`src/rtl/wbta_pkg.sv`:
```
`timescale 1ns / 1ps
// wbta_pkg: shared types, constants and helpers for the task assigner
// depends on nothing; imported by every rtl module of the block

package wbta_pkg;

    localparam int ACT_W   = 2;
    localparam int TC_W    = 5;
    localparam int WGT_W   = 32;
    localparam int IDX_W   = 4;
    localparam int SUM_BITS = 44;
    localparam int PROD_W  = SUM_BITS + 1 + TC_W;
    localparam int S_DATA_W = 40;
    localparam int M_DATA_W = 8;

    localparam logic [SUM_BITS-1:0] SUM_MAX = '1;

    localparam logic [ACT_W-1:0] ACT_CLEAR  = 2'd0;
    localparam logic [ACT_W-1:0] ACT_LOAD   = 2'd1;
    localparam logic [ACT_W-1:0] ACT_ASSIGN = 2'd2;

    typedef struct packed {
        logic start;
        logic flush;
    } t_scan_ctl;

    typedef struct packed {
        logic act;
        logic gt;
        logic lt;
    } t_scan_flag;

    function automatic logic [SUM_BITS-1:0] sat_add(
        input logic [SUM_BITS-1:0] a,
        input logic [WGT_W-1:0]    b
    );
        logic [SUM_BITS:0] s;
        s = {1'b0, a} + (SUM_BITS+1)'(b);
        return s[SUM_BITS] ? SUM_MAX : s[SUM_BITS-1:0];
    endfunction

endpackage

```
`src/rtl/workload_balanced_task_assigner_core.sv`:
```
`timescale 1ns / 1ps
// workload_balanced_task_assigner_core: greedy task-to-thread assigner, top level
// uses wbta_pkg, wbta_load_mem and wbta_scan
//
// channel  dir  handshake            payload
// s        in   i_s_tvalid/o_s_tready  action, task_weight
// m        out  o_m_tvalid/i_m_tready  thread_index
// cfg      in   i_cfg_we               thread_count
//
// clear and load are each taken in the idle state
// assign reads the load memory at most once per active thread and passes each
// load through the memory read register and the s1 and s2 test stages, then
// writes the chosen thread's new load back in the write-back state
// an early hit in the scan ends the pass at once
// the result waits in an output register; a stalled result holds only the
// write-back of the next assign
// reset is synchronous, active low; no clearing pass is needed

module workload_balanced_task_assigner_core #(
    parameter int MAX_THREADS = 16,
    parameter int WEIGHT_BITS = 32
) (
    input  logic                          i_clk,
    input  logic                          i_rst_n,
    input  logic                          i_s_tvalid,
    output logic                          o_s_tready,
    input  logic [wbta_pkg::S_DATA_W-1:0] i_s_tdata,  // action, task_weight
    output logic                          o_m_tvalid,
    input  logic                          i_m_tready,
    output logic [wbta_pkg::M_DATA_W-1:0] o_m_tdata,  // thread_index
    input  logic                          i_cfg_we,
    input  logic [wbta_pkg::TC_W-1:0]     i_cfg_wdata
);
    import wbta_pkg::*;

    localparam int TW = (MAX_THREADS > 1) ? $clog2(MAX_THREADS) : 1;
    localparam int CW = (TW > TC_W) ? TW : TC_W;
    localparam int WB = (WEIGHT_BITS < WGT_W) ? WEIGHT_BITS : WGT_W;
    localparam logic [WGT_W-1:0] W_MASK = WGT_W'((64'd1 << WB) - 64'd1);

    localparam logic [1:0] ST_IDLE = 2'd0;
    localparam logic [1:0] ST_SCAN = 2'd1;
    localparam logic [1:0] ST_WB   = 2'd2;

    logic [1:0]          r_state, n_state;
    logic [TC_W-1:0]     r_tc;
    logic [SUM_BITS-1:0] r_total, n_total;
    logic [TW-1:0]       r_cur, n_cur;
    logic [TC_W-1:0]     r_n, n_n;
    logic [WGT_W-1:0]    r_w, n_w;
    logic [TW-1:0]       r_iss_addr, n_iss_addr;
    logic [TC_W-1:0]     r_iss_left, n_iss_left;
    logic [TC_W-1:0]     r_chk_left, n_chk_left;
    logic [TW-1:0]       r_ch_idx, n_ch_idx;
    logic [SUM_BITS-1:0] r_ch_ld, n_ch_ld;
    logic                r_out_vld, n_out_vld;
    logic [IDX_W-1:0]    r_out_idx, n_out_idx;

    logic [ACT_W-1:0]    in_act;
    logic [WGT_W-1:0]    in_w;
    logic                in_go, wb_go, hit;
    logic [TC_W-1:0]     n_calc;
    logic [TW-1:0]       cur0;
    t_scan_ctl           ctl;
    t_scan_flag          flag;
    logic                mem_clr, mem_we, rd_en;
    logic [TW-1:0]       rd_addr, s_idx, min_idx;
    logic [SUM_BITS-1:0] mem_wdata, rd_ld, s_ld, min_ld;

    function automatic logic [TW-1:0] next_thr(
        input logic [TW-1:0]   a,
        input logic [TC_W-1:0] n
    );
        logic [CW-1:0] s;
        s = CW'(a) + CW'(1);
        return (s == CW'(n)) ? '0 : TW'(s);
    endfunction

    assign in_act = i_s_tdata[ACT_W-1:0];
    assign in_w   = i_s_tdata[ACT_W+WGT_W-1:ACT_W] & W_MASK;
    assign in_go  = i_s_tvalid && (r_state == ST_IDLE);
    assign wb_go  = !r_out_vld || i_m_tready;
    assign hit    = (r_chk_left == r_n) ? !flag.gt : flag.lt;

    always_comb begin
        if (r_tc == '0) begin
            n_calc = TC_W'(1);
        end else if (int'(r_tc) > MAX_THREADS) begin
            n_calc = TC_W'(MAX_THREADS);
        end else begin
            n_calc = r_tc;
        end
        cur0 = (CW'(r_cur) < CW'(n_calc)) ? r_cur : '0;
    end

    always_comb begin
        n_state    = r_state;
        n_total    = r_total;
        n_cur      = r_cur;
        n_n        = r_n;
        n_w        = r_w;
        n_iss_addr = r_iss_addr;
        n_iss_left = r_iss_left;
        n_chk_left = r_chk_left;
        n_ch_idx   = r_ch_idx;
        n_ch_ld    = r_ch_ld;
        n_out_vld  = r_out_vld;
        n_out_idx  = r_out_idx;
        ctl        = '0;
        mem_clr    = 1'b0;
        mem_we     = 1'b0;
        mem_wdata  = sat_add(r_ch_ld, r_w);
        rd_en      = 1'b0;
        rd_addr    = cur0;

        if (r_out_vld && i_m_tready) begin
            n_out_vld = 1'b0;
        end

        unique case (r_state)
            ST_IDLE: begin
                if (in_go) begin
                    unique case (in_act)
                        ACT_CLEAR: begin
                            n_total = '0;
                            n_cur   = '0;
                            mem_clr = 1'b1;
                        end
                        ACT_LOAD: begin
                            n_total = sat_add(r_total, in_w);
                        end
                        ACT_ASSIGN: begin
                            n_state    = ST_SCAN;
                            n_n        = n_calc;
                            n_w        = in_w;
                            rd_en      = 1'b1;
                            n_iss_addr = next_thr(cur0, n_calc);
                            n_iss_left = n_calc - TC_W'(1);
                            n_chk_left = n_calc;
                            ctl.start  = 1'b1;
                        end
                        default: begin
                        end
                    endcase
                end
            end
            ST_SCAN: begin
                if (r_iss_left != '0) begin
                    rd_en      = 1'b1;
                    rd_addr    = r_iss_addr;
                    n_iss_addr = next_thr(r_iss_addr, r_n);
                    n_iss_left = r_iss_left - TC_W'(1);
                end
                if (flag.act) begin
                    n_chk_left = r_chk_left - TC_W'(1);
                    if (hit) begin
                        n_ch_idx  = s_idx;
                        n_ch_ld   = s_ld;
                        n_state   = ST_WB;
                        ctl.flush = 1'b1;
                    end else if (r_chk_left == TC_W'(1)) begin
                        n_ch_idx  = min_idx;
                        n_ch_ld   = min_ld;
                        n_state   = ST_WB;
                        ctl.flush = 1'b1;
                    end
                end
            end
            ST_WB: begin
                if (wb_go) begin
                    mem_we    = 1'b1;
                    n_cur     = r_ch_idx;
                    n_out_vld = 1'b1;
                    n_out_idx = IDX_W'(r_ch_idx);
                    n_state   = ST_IDLE;
                end
            end
            default: begin
                n_state = ST_IDLE;
            end
        endcase
    end

    always_ff @(posedge i_clk) begin
        if (!i_rst_n) begin
            r_state    <= ST_IDLE;
            r_tc       <= TC_W'(1);
            r_total    <= '0;
            r_cur      <= '0;
            r_iss_left <= '0;
            r_chk_left <= '0;
            r_out_vld  <= 1'b0;
        end else begin
            r_state    <= n_state;
            r_total    <= n_total;
            r_cur      <= n_cur;
            r_iss_left <= n_iss_left;
            r_chk_left <= n_chk_left;
            r_out_vld  <= n_out_vld;
            if (i_cfg_we) begin
                r_tc <= i_cfg_wdata;
            end
        end
    end

    always_ff @(posedge i_clk) begin
        r_n        <= n_n;
        r_w        <= n_w;
        r_iss_addr <= n_iss_addr;
        r_ch_idx   <= n_ch_idx;
        r_ch_ld    <= n_ch_ld;
        r_out_idx  <= n_out_idx;
    end

    wbta_load_mem #(
        .DEPTH (MAX_THREADS),
        .AW    (TW)
    ) u_mem (
        .i_clk   (i_clk),
        .i_rst_n (i_rst_n),
        .i_clr   (mem_clr),
        .i_we    (mem_we),
        .i_waddr (r_ch_idx),
        .i_wdata (mem_wdata),
        .i_re    (rd_en),
        .i_raddr (rd_addr),
        .o_rdata (rd_ld)
    );

    wbta_scan #(
        .AW (TW)
    ) u_scan (
        .i_clk     (i_clk),
        .i_rst_n   (i_rst_n),
        .i_ctl     (ctl),
        .i_rd_en   (rd_en),
        .i_rd_addr (rd_addr),
        .i_rd_ld   (rd_ld),
        .i_w       (r_w),
        .i_n       (r_n),
        .i_total   (r_total),
        .o_flag    (flag),
        .o_idx     (s_idx),
        .o_ld      (s_ld),
        .o_min_idx (min_idx),
        .o_min_ld  (min_ld)
    );

    assign o_s_tready = (r_state == ST_IDLE);
    assign o_m_tvalid = r_out_vld;
    assign o_m_tdata  = M_DATA_W'(r_out_idx);

    a_scan_pending: assert property (@(posedge i_clk) disable iff (!i_rst_n)
        (r_state == ST_SCAN) |-> (r_chk_left != '0))
        else $error("scan running with no result left to check");

    a_choice_in_range: assert property (@(posedge i_clk) disable iff (!i_rst_n)
        (r_state == ST_WB) |-> (CW'(r_ch_idx) < CW'(r_n)))
        else $error("chosen thread outside the active range");

    a_cur_follows: assert property (@(posedge i_clk) disable iff (!i_rst_n)
        (r_state == ST_WB && wb_go) |=> (r_cur == $past(r_ch_idx) && o_m_tvalid))
        else $error("write-back did not update current thread and result");

    a_no_read_outside_scan: assert property (@(posedge i_clk) disable iff (!i_rst_n)
        (r_state == ST_WB) |-> (!rd_en && !flag.act))
        else $error("load read or test result live during write-back");

endmodule

```
`src/rtl/wbta_load_mem.sv`:
```
`timescale 1ns / 1ps
// wbta_load_mem: per-thread load memory, one write and one registered read port
// valid bits make cleared entries read as zero; uses wbta_pkg

module wbta_load_mem #(
    parameter int DEPTH = 16,
    parameter int AW    = 4
) (
    input  logic                          i_clk,
    input  logic                          i_rst_n,
    input  logic                          i_clr,
    input  logic                          i_we,
    input  logic [AW-1:0]                 i_waddr,
    input  logic [wbta_pkg::SUM_BITS-1:0] i_wdata,
    input  logic                          i_re,
    input  logic [AW-1:0]                 i_raddr,
    output logic [wbta_pkg::SUM_BITS-1:0] o_rdata
);
    import wbta_pkg::*;

    logic [SUM_BITS-1:0] r_mem [DEPTH];
    logic [DEPTH-1:0]    r_vld;
    logic [SUM_BITS-1:0] r_q;
    logic                r_q_vld;

    always_ff @(posedge i_clk) begin
        if (i_we) begin
            r_mem[i_waddr] <= i_wdata;
        end
        if (i_re) begin
            r_q <= r_mem[i_raddr];
        end
    end

    always_ff @(posedge i_clk) begin
        if (!i_rst_n || i_clr) begin
            r_vld   <= '0;
            r_q_vld <= 1'b0;
        end else begin
            if (i_we) begin
                r_vld[i_waddr] <= 1'b1;
            end
            if (i_re) begin
                r_q_vld <= r_vld[i_raddr];
            end
        end
    end

    assign o_rdata = r_q_vld ? r_q : '0;

endmodule

```
`src/rtl/wbta_scan.sv`:
```
`timescale 1ns / 1ps
// wbta_scan: pipelined average test over loads read back from the load memory
// tracks the lowest-index least-loaded thread; uses wbta_pkg

module wbta_scan #(
    parameter int AW = 4
) (
    input  logic                          i_clk,
    input  logic                          i_rst_n,
    input  wbta_pkg::t_scan_ctl           i_ctl,
    input  logic                          i_rd_en,
    input  logic [AW-1:0]                 i_rd_addr,
    input  logic [wbta_pkg::SUM_BITS-1:0] i_rd_ld,
    input  logic [wbta_pkg::WGT_W-1:0]    i_w,
    input  logic [wbta_pkg::TC_W-1:0]     i_n,
    input  logic [wbta_pkg::SUM_BITS-1:0] i_total,
    output wbta_pkg::t_scan_flag          o_flag,
    output logic [AW-1:0]                 o_idx,
    output logic [wbta_pkg::SUM_BITS-1:0] o_ld,
    output logic [AW-1:0]                 o_min_idx,
    output logic [wbta_pkg::SUM_BITS-1:0] o_min_ld
);
    import wbta_pkg::*;

    logic                r_q_act, r_s1_act, r_s2_act, r_min_any;
    logic [AW-1:0]       r_q_idx, r_s1_idx, r_s2_idx, r_min_idx;
    logic [SUM_BITS-1:0] r_s1_ld, r_s2_ld, r_min_ld;
    logic [SUM_BITS:0]   r_s1_sum;
    logic [PROD_W-1:0]   r_s2_prod;
    logic                min_upd;

    always_ff @(posedge i_clk) begin
        if (!i_rst_n) begin
            r_q_act   <= 1'b0;
            r_s1_act  <= 1'b0;
            r_s2_act  <= 1'b0;
            r_min_any <= 1'b0;
        end else begin
            r_q_act  <= i_rd_en && !i_ctl.flush;
            r_s1_act <= r_q_act && !i_ctl.flush;
            r_s2_act <= r_s1_act && !i_ctl.flush;
            if (i_ctl.start) begin
                r_min_any <= 1'b0;
            end else if (r_s2_act) begin
                r_min_any <= 1'b1;
            end
        end
    end

    always_ff @(posedge i_clk) begin
        r_q_idx   <= i_rd_addr;
        r_s1_idx  <= r_q_idx;
        r_s1_ld   <= i_rd_ld;
        r_s1_sum  <= {1'b0, i_rd_ld} + (SUM_BITS+1)'(i_w);
        r_s2_idx  <= r_s1_idx;
        r_s2_ld   <= r_s1_ld;
        r_s2_prod <= PROD_W'(i_n) * PROD_W'(r_s1_sum);
        if (min_upd) begin
            r_min_idx <= r_s2_idx;
            r_min_ld  <= r_s2_ld;
        end
    end

    assign min_upd = r_s2_act && (!r_min_any || (r_s2_ld < r_min_ld)
                     || ((r_s2_ld == r_min_ld) && (r_s2_idx < r_min_idx)));

    assign o_flag.act = r_s2_act;
    assign o_flag.gt  = r_s2_prod > PROD_W'(i_total);
    assign o_flag.lt  = r_s2_prod < PROD_W'(i_total);
    assign o_idx      = r_s2_idx;
    assign o_ld       = r_s2_ld;
    assign o_min_idx  = min_upd ? r_s2_idx : r_min_idx;
    assign o_min_ld   = min_upd ? r_s2_ld : r_min_ld;

endmodule
```
`config.mk`:
```
export PLATFORM = sky130hd
export DESIGN_NAME = workload_balanced_task_assigner_core
export DESIGN_NICKNAME = d
export VERILOG_FILES = /design/src/rtl/wbta_pkg.sv /design/src/rtl/workload_balanced_task_assigner_core.sv /design/src/rtl/wbta_load_mem.sv /design/src/rtl/wbta_scan.sv
export SDC_FILE = /design/constraint.sdc
export NUM_CORES = 2
export LEC_CHECK = 0
export BUFFER_PORTS_ARGS = -buffer_cell sky130_fd_sc_hd__clkbuf_2
export CAP_MARGIN = 20
export CORE_MARGIN = 10
export CORE_UTILIZATION = 50
export DETAILED_ROUTE_END_ITERATION = 8
export PLACE_DENSITY = 0.65
export SKIP_CTS_REPAIR_TIMING = 1
export SYNTH_ARGS = -nofsm -noshare
export SYNTH_HDL_FRONTEND = slang
export SYNTH_SLANG_ARGS = --single-unit
```
`constraint.sdc`:
```
create_clock -name i_clk -period 10.14 [get_ports i_clk]
set_input_delay 3.042 -clock i_clk [delete_from_list [all_inputs] [get_ports i_clk]]
set_output_delay 3.042 -clock i_clk [all_outputs]
set_load 0.02 [all_outputs]
```
=== Word-level counts from Yosys, hierarchy flattened ===
Memories as Yosys holds them, arrays and structs flattened. A register that Yosys moved wholly into a read port is not among the register bits.
Index checks and enable logic that the tools add are counted.

* Add/subtract/negate cells: 8
* $mul: 1
* Order comparisons: 9
* Equality and inequality tests: 16
* Multiplexer cells: 64
* Bitwise logic cells: 2
* Reductions and logical operators: 34

{| class="wikitable"
|+ Operators by type and width
! cell !! count
|-
| two-way mux 44 bit || 6
|-
| adder 44 x 32 -> 45 bit || 3
|-
| one-hot mux 44 bit (2 select lines) || 1
|-
| two-way mux 4 bit || 14
|-
| greater-than comparator 50 x 44 -> 1 bit || 1
|-
| < comparator 50 x 44 -> 1 bit || 1
|-
| multiplier 5 x 45 -> 50 bit || 1
|-
| equality test 44 bit || 1
|-
| < comparator 44 bit || 1
|-
| two-way mux 5 bit || 8
|-
| two-way mux 1 bit || 21
|-
| one-hot mux 5 bit (2 select lines) || 2
|-
| bitwise OR 16 bit || 1
|-
| one-hot mux 4 bit (2 select lines) || 2
|-
| equality test 5 bit || 3
|-
| subtractor 5 x 1 -> 5 bit (second input constant) || 3
|-
| two-way mux 2 bit || 6
|-
| AND reduction 4 bit || 3
|-
| adder 4 x 1 -> 5 bit (second input constant) || 2
|-
| < comparator 4 x 5 -> 1 bit (second input constant) || 2
|-
| AND reduction 3 bit || 3
|-
| logical AND 1 bit || 8
|-
| != test 2 x 1 -> 1 bit (second input constant) || 4
|-
| nonzero test 2 bit || 4
|-
| 22 further kinds || 33
|}

* Flip-flop bits (word level): 423
* RAM bits: 704
* Bits of input ports: 50
* Output and inout port bits: 10
* Logic and storage cells: 163
* Memories: 1

{| class="wikitable"
|+ Memories
! name !! words !! bits a word !! read ports !! clocked after memory_dff !! write ports !! line !! source
|-
| u_mem.r_mem || 16 || 44 || 1 || 1 || 1 || wbta_load_mem.sv:21 || <nowiki>logic [SUM_BITS-1:0] r_mem [DEPTH];</nowiki>
|}

=== Longest topological paths before layout ===
* Depth in word-level cells: 11
* Mapped depth: 19
* Gate-level depth less buffers: 17

=== Modules after synthesis ===
From an unflattened synthesis, not the netlist that was laid out.

* Cell total of the unflattened synthesis: 4211
* Area, all modules: 57018.4 µm²

{| class="wikitable"
|+ Modules (own cells, without submodules)
! module !! instances !! cells an instance !! area each (µm²) !! sequential area each (µm²)
|-
| wbta_load_mem || 1 || 1143 || 28773.8 || 22801.9
|-
| wbta_scan || 1 || 1923 || 17658.2 || 4944.7
|-
| workload_balanced_task_assigner_core || 1 || 1145 || 10586.4 || 4113.9
|}

=== Least setup slack after synthesis ===
Ideal clock, no wire load.

* Path kind: input -> register
* Start point: in i_s_tvalid
* End point: reg u_mem.r_q[0], read port of u_mem.r_mem, enable pin
* Arrival: 7.878 ns
* Slack: 1.863 ns
* Stages on the path: 4
* Buffers on the path: 0
* Cell sequence: nand2_1 nor3b_1 nor2_1 inv_1

* Cells in the longest elaborated chain, start to end: 3

{| class="wikitable"
|+ RTL lines
! item !! line !! source
|-
| start: declaration || workload_balanced_task_assigner_core.sv:25 || <nowiki>input logic i_s_tvalid,</nowiki>
|-
| logical AND 1 bit || workload_balanced_task_assigner_core.sv:81 || <nowiki>assign in_go = i_s_tvalid && (r_state == ST_IDLE);</nowiki>
|-
| two-way mux 1 bit || workload_balanced_task_assigner_core.sv:122 || <nowiki>if (in_go) begin</nowiki>
|-
| one-hot mux 1 bit (2 select lines) || workload_balanced_task_assigner_core.sv:120 || <nowiki>unique case (r_state)</nowiki>
|-
| via rd_en || workload_balanced_task_assigner_core.sv:66 || <nowiki>logic mem_clr, mem_we, rd_en;</nowiki>
|-
| end: declaration || wbta_load_mem.sv:23 || <nowiki>logic [SUM_BITS-1:0] r_q;</nowiki>
|}

The timed path passes the listed nets, and every way through them passes these cells.
A chain may end at the register's enable or synchronous reset.

=== Worst setup path after layout ===
* Start point: in i_s_tdata[2] (netlist bit)
* End point: reg r_total[35]

* Cells in the longest elaborated chain, start to end: 3

{| class="wikitable"
|+ RTL lines
! item !! line !! source
|-
| start: declaration || workload_balanced_task_assigner_core.sv:27 || <nowiki>input logic [wbta_pkg::S_DATA_W-1:0] i_s_tdata,</nowiki>
|-
| adder 44 x 32 -> 45 bit || wbta_pkg.sv:38 || <nowiki>s = {1'b0, a} + (SUM_BITS+1)'(b);</nowiki>
|-
| two-way mux 44 bit || wbta_pkg.sv:39 || <nowiki>return s[SUM_BITS] ? SUM_MAX : s[SUM_BITS-1:0];</nowiki>
|-
| one-hot mux 44 bit (2 select lines) || workload_balanced_task_assigner_core.sv:123 || <nowiki>unique case (in_act)</nowiki>
|-
| end signal: assignment || workload_balanced_task_assigner_core.sv:195 || <nowiki>r_total <= n_total;</nowiki>
|-
| end: declaration || workload_balanced_task_assigner_core.sv:47 || <nowiki>logic [SUM_BITS-1:0] r_total, n_total;</nowiki>
|}

No other way between the ends.

==> flow_summary.ini <==
[final_layout]
antennaDiodeCount = 0
fill_cells = 9641
drive_gt1_share_pct = 7.03
layout.nets = 5655
multi_input_area_um2 = 23300
stdcell_area_um2 = 62800
syn2layout_area_growth_pct = 9.62
register_area_um2 = 31900

[synthesis]
synth_top_area_share_pct = 44.1
yosysWarnings = 0
yosysTopAreaCell = edfxtp_1
synth_area_leaders = edfxtp_1, dfxtp_1, nand2_1
ys_types = 87
synth-edff-count = 841
yosysSeqAreaShare_pct = 55.6
netlist_area_um2 = 57300
syn_avg_cell_area_um2 = 10.9
synth-async-reset-ratio_pct = 0
netlist_instances = 5236
yosysMostFrequentCell = nand2_1
synthTopCellsByCount = nand2_1, edfxtp_1, inv_1
synth.ff_latch_count = 1171
ys.flop_type = edfxtp_1

[power_and_ir_drop]
cellLeakagePower_nw = 24.8
power_density_nw_per_um2 = 170
peakVddDrop_mv = 0.148

[floorplanning]
core_area_um2 = 114000
placementRows = 124
die-area_um2 = 129000
fp.dieH_um = 358
ios = 60
start_util_pct = 50.2
die_w_um = 358

[worst_setup_path]
path_cells = clkbuf_2 -> ha_1 -> inv_1 -> fa_1 -> nand2b_1 -> a211o_1 -> a21oi_1 -> o21ai_1 -> o211a_1 -> nor4_4 -> buf_4 -> and2_0 -> a21oi_1 -> nand3_1
worstPathArrival_ns = 6.77
crit_slowest_cell = and2_0
cpMostUsedCell = a21oi_1
crit_end = r_total[35]$_SDFFE_PN0P_
rr_worst_depth = 17
crit_type = in2reg
crit_path_max_fanout = 30
reg2reg_slack_ns = 4.53
worstReg2RegEnd = u_scan.r_s2_prod[48]$_DFF_P_
max_stage_delay_ns = 0.55
startpoint = i_s_tdata[2]
worstSetupStartpointType = primary input
worstReg2RegStart = r_n[2]$_DFFE_PP_
critPathCaptureType = flop
required_ns = 10.80

[detailed_routing]
first_pass_iters = 5
ant_nets = 0
wl_per_cell_um = 20.5
vias_per_cell = 5.67
route.detailed.drc = 0
route.vias.total = 38700
wirelength_um = 140000
drt_iter0_drc = 3133

[clock_network]
cts-root-buf = clkbuf_16
cts_tree = built
clockBufferDepth = 3
htreeDepth = 3
clk_transition_reported_paths_ns = 0.06
clk_latency_ns = 0.72
cts_buffers = 116
clock_sinks = 1171

[timing]
fin_ws_ns = 4.03
timing.fmax_mhz = 164
hold_viol_final = 0
setup_tns_ns = 0
max-slew-margin-rel_pct = 28.1
fin_crit_sh_pct = 60.3
finalMaxSlewViolations = 0
rsz0062_at_grt = no
worst_slew_pin_slew_ns = 1.08
finalClockSkew_ns = 0.0223
setup_viol = 0
fin_crit_ns = 6.11

[place]
io_buffers = 49
dpl_worst_slack_ns = 3.33
dpl.hpwl_um = 84700
gp_congestion = 0.855
postPlaceCellArea_um2 = 59000

[global_route]
grt_max_degree = 158
grt_first_pass_wirelength_um = 215000
grt_usage_pct = 21.3
first_global_vias = 37700
overflow = 0
antenna_found_initial = 1

[status]
outcome = completed

[worst_hold_path]
hold_start = u_scan.r_q_idx[2]$_DFF_P_
min_path_type = reg2reg

[job]
drv_cap = 0
==> worst max-delay path, delay by kind of cell <==
family          cells  cell delay, ns
compound gates      5            1.35
fa+ha+maj           2            0.57
buf+inv             3            0.55
simple gates        4            1.25
==> how the worst min path moves through the flow <==
stage,end,slack (ns),cells after the start
CTS,u_scan.r_s1_idx[2]$_DFF_P_,0.32,0
finish,u_scan.r_s1_idx[2]$_DFF_P_,0.32,0
global placement,u_scan.o_ld[8]$_DFF_P_,0.31,0
floorplan,u_scan.o_idx[0]$_DFF_P_,0.31,0
global route,u_scan.o_ld[42]$_DFF_P_,0.33,0
detailed placement,u_scan.o_ld[34]$_DFF_P_,0.31,0
==> routing by layer <==
metal | global-route usage, % | vias up | wire, um
li1 | - | 18500 | -
met1 | 28.4 | 18900 | 61300
met2 | 36.2 | 1090 | 66600
met3 | 2.80 | 231 | 7960
met4 | 6.40 | 0 | 3850
met5 | 0 | - | 0
==> layout by cell type, fill, tap and decap left out, types with 132 or more instances in the layout <==
cell type,count
nand2_1,1014
edfxtp_1,841
dfxtp_1,330
inv_1,329
ha_1,253
nand3_1,235
and2_1,228
a21oi_1,222
o21ai_0,171
nor2_1,146
a311oi_1,139
fa_1,132
==> sequential cells by signal, indices dropped and copies added, names as in the netlist, 44 cells and up <==
| register | cells |
|---|---|
| u_mem.r_mem | 704 |
| u_mem.r_q | 44 |
| r_ch_ld | 44 |
| u_scan.o_ld | 44 |
| u_scan.r_min_ld | 44 |
| r_total | 44 |
| u_scan.r_s2_prod | 50 |
| u_scan.r_s1_ld | 44 |
| u_scan.r_s1_sum | 45 |
==> final cells by class <==
type                    instances  area share [%]
clock buffers                 147            5.04
flip-flops and latches       1171            50.7
well taps                    1512            3.01
multi-input cells            3489            37.1
repair buffers                109            1.20
clock inverters                69           0.925
inverters                     333            2.02
==> cells by family (layout without fill, tap and decap cells) <==
family	after synthesis	after routing	synth area share, %
mux	74	74	1.42
simple gates	1966	1966	15.8
other cells	1	4	0.00655
fa+ha+maj	385	385	10.1
xor+xnor	136	136	2.08
compound gates	924	924	10.8
buf+inv	579	658	4.11
flops	1171	1171	55.6
==> power by group <==
part | internal, mW | leakage, nW | switching (mW)
Combinational | 0.463 | 12.7 | 0.672
Sequential | 5.28 | 10.3 | 0.0748
Clock | 2.36 | 1.83 | 1.84
==> per-stage QoR <==
stage          total power [mW]  util [%]  instances  hold slack [ns]
4_1_cts                    10.8      55.0       6829            0.324
5_1_grt                    11.1      55.1       6830            0.328
3_3_place_gp               6.56      51.7       6612            0.310
6_report                   10.7      55.1       6830            0.321
3_5_place_dp               6.59      51.8       6613            0.312
2_1_floorplan              6.29         -       5239            0.310
Note: power is estimated with default switching activity, not from simulation.
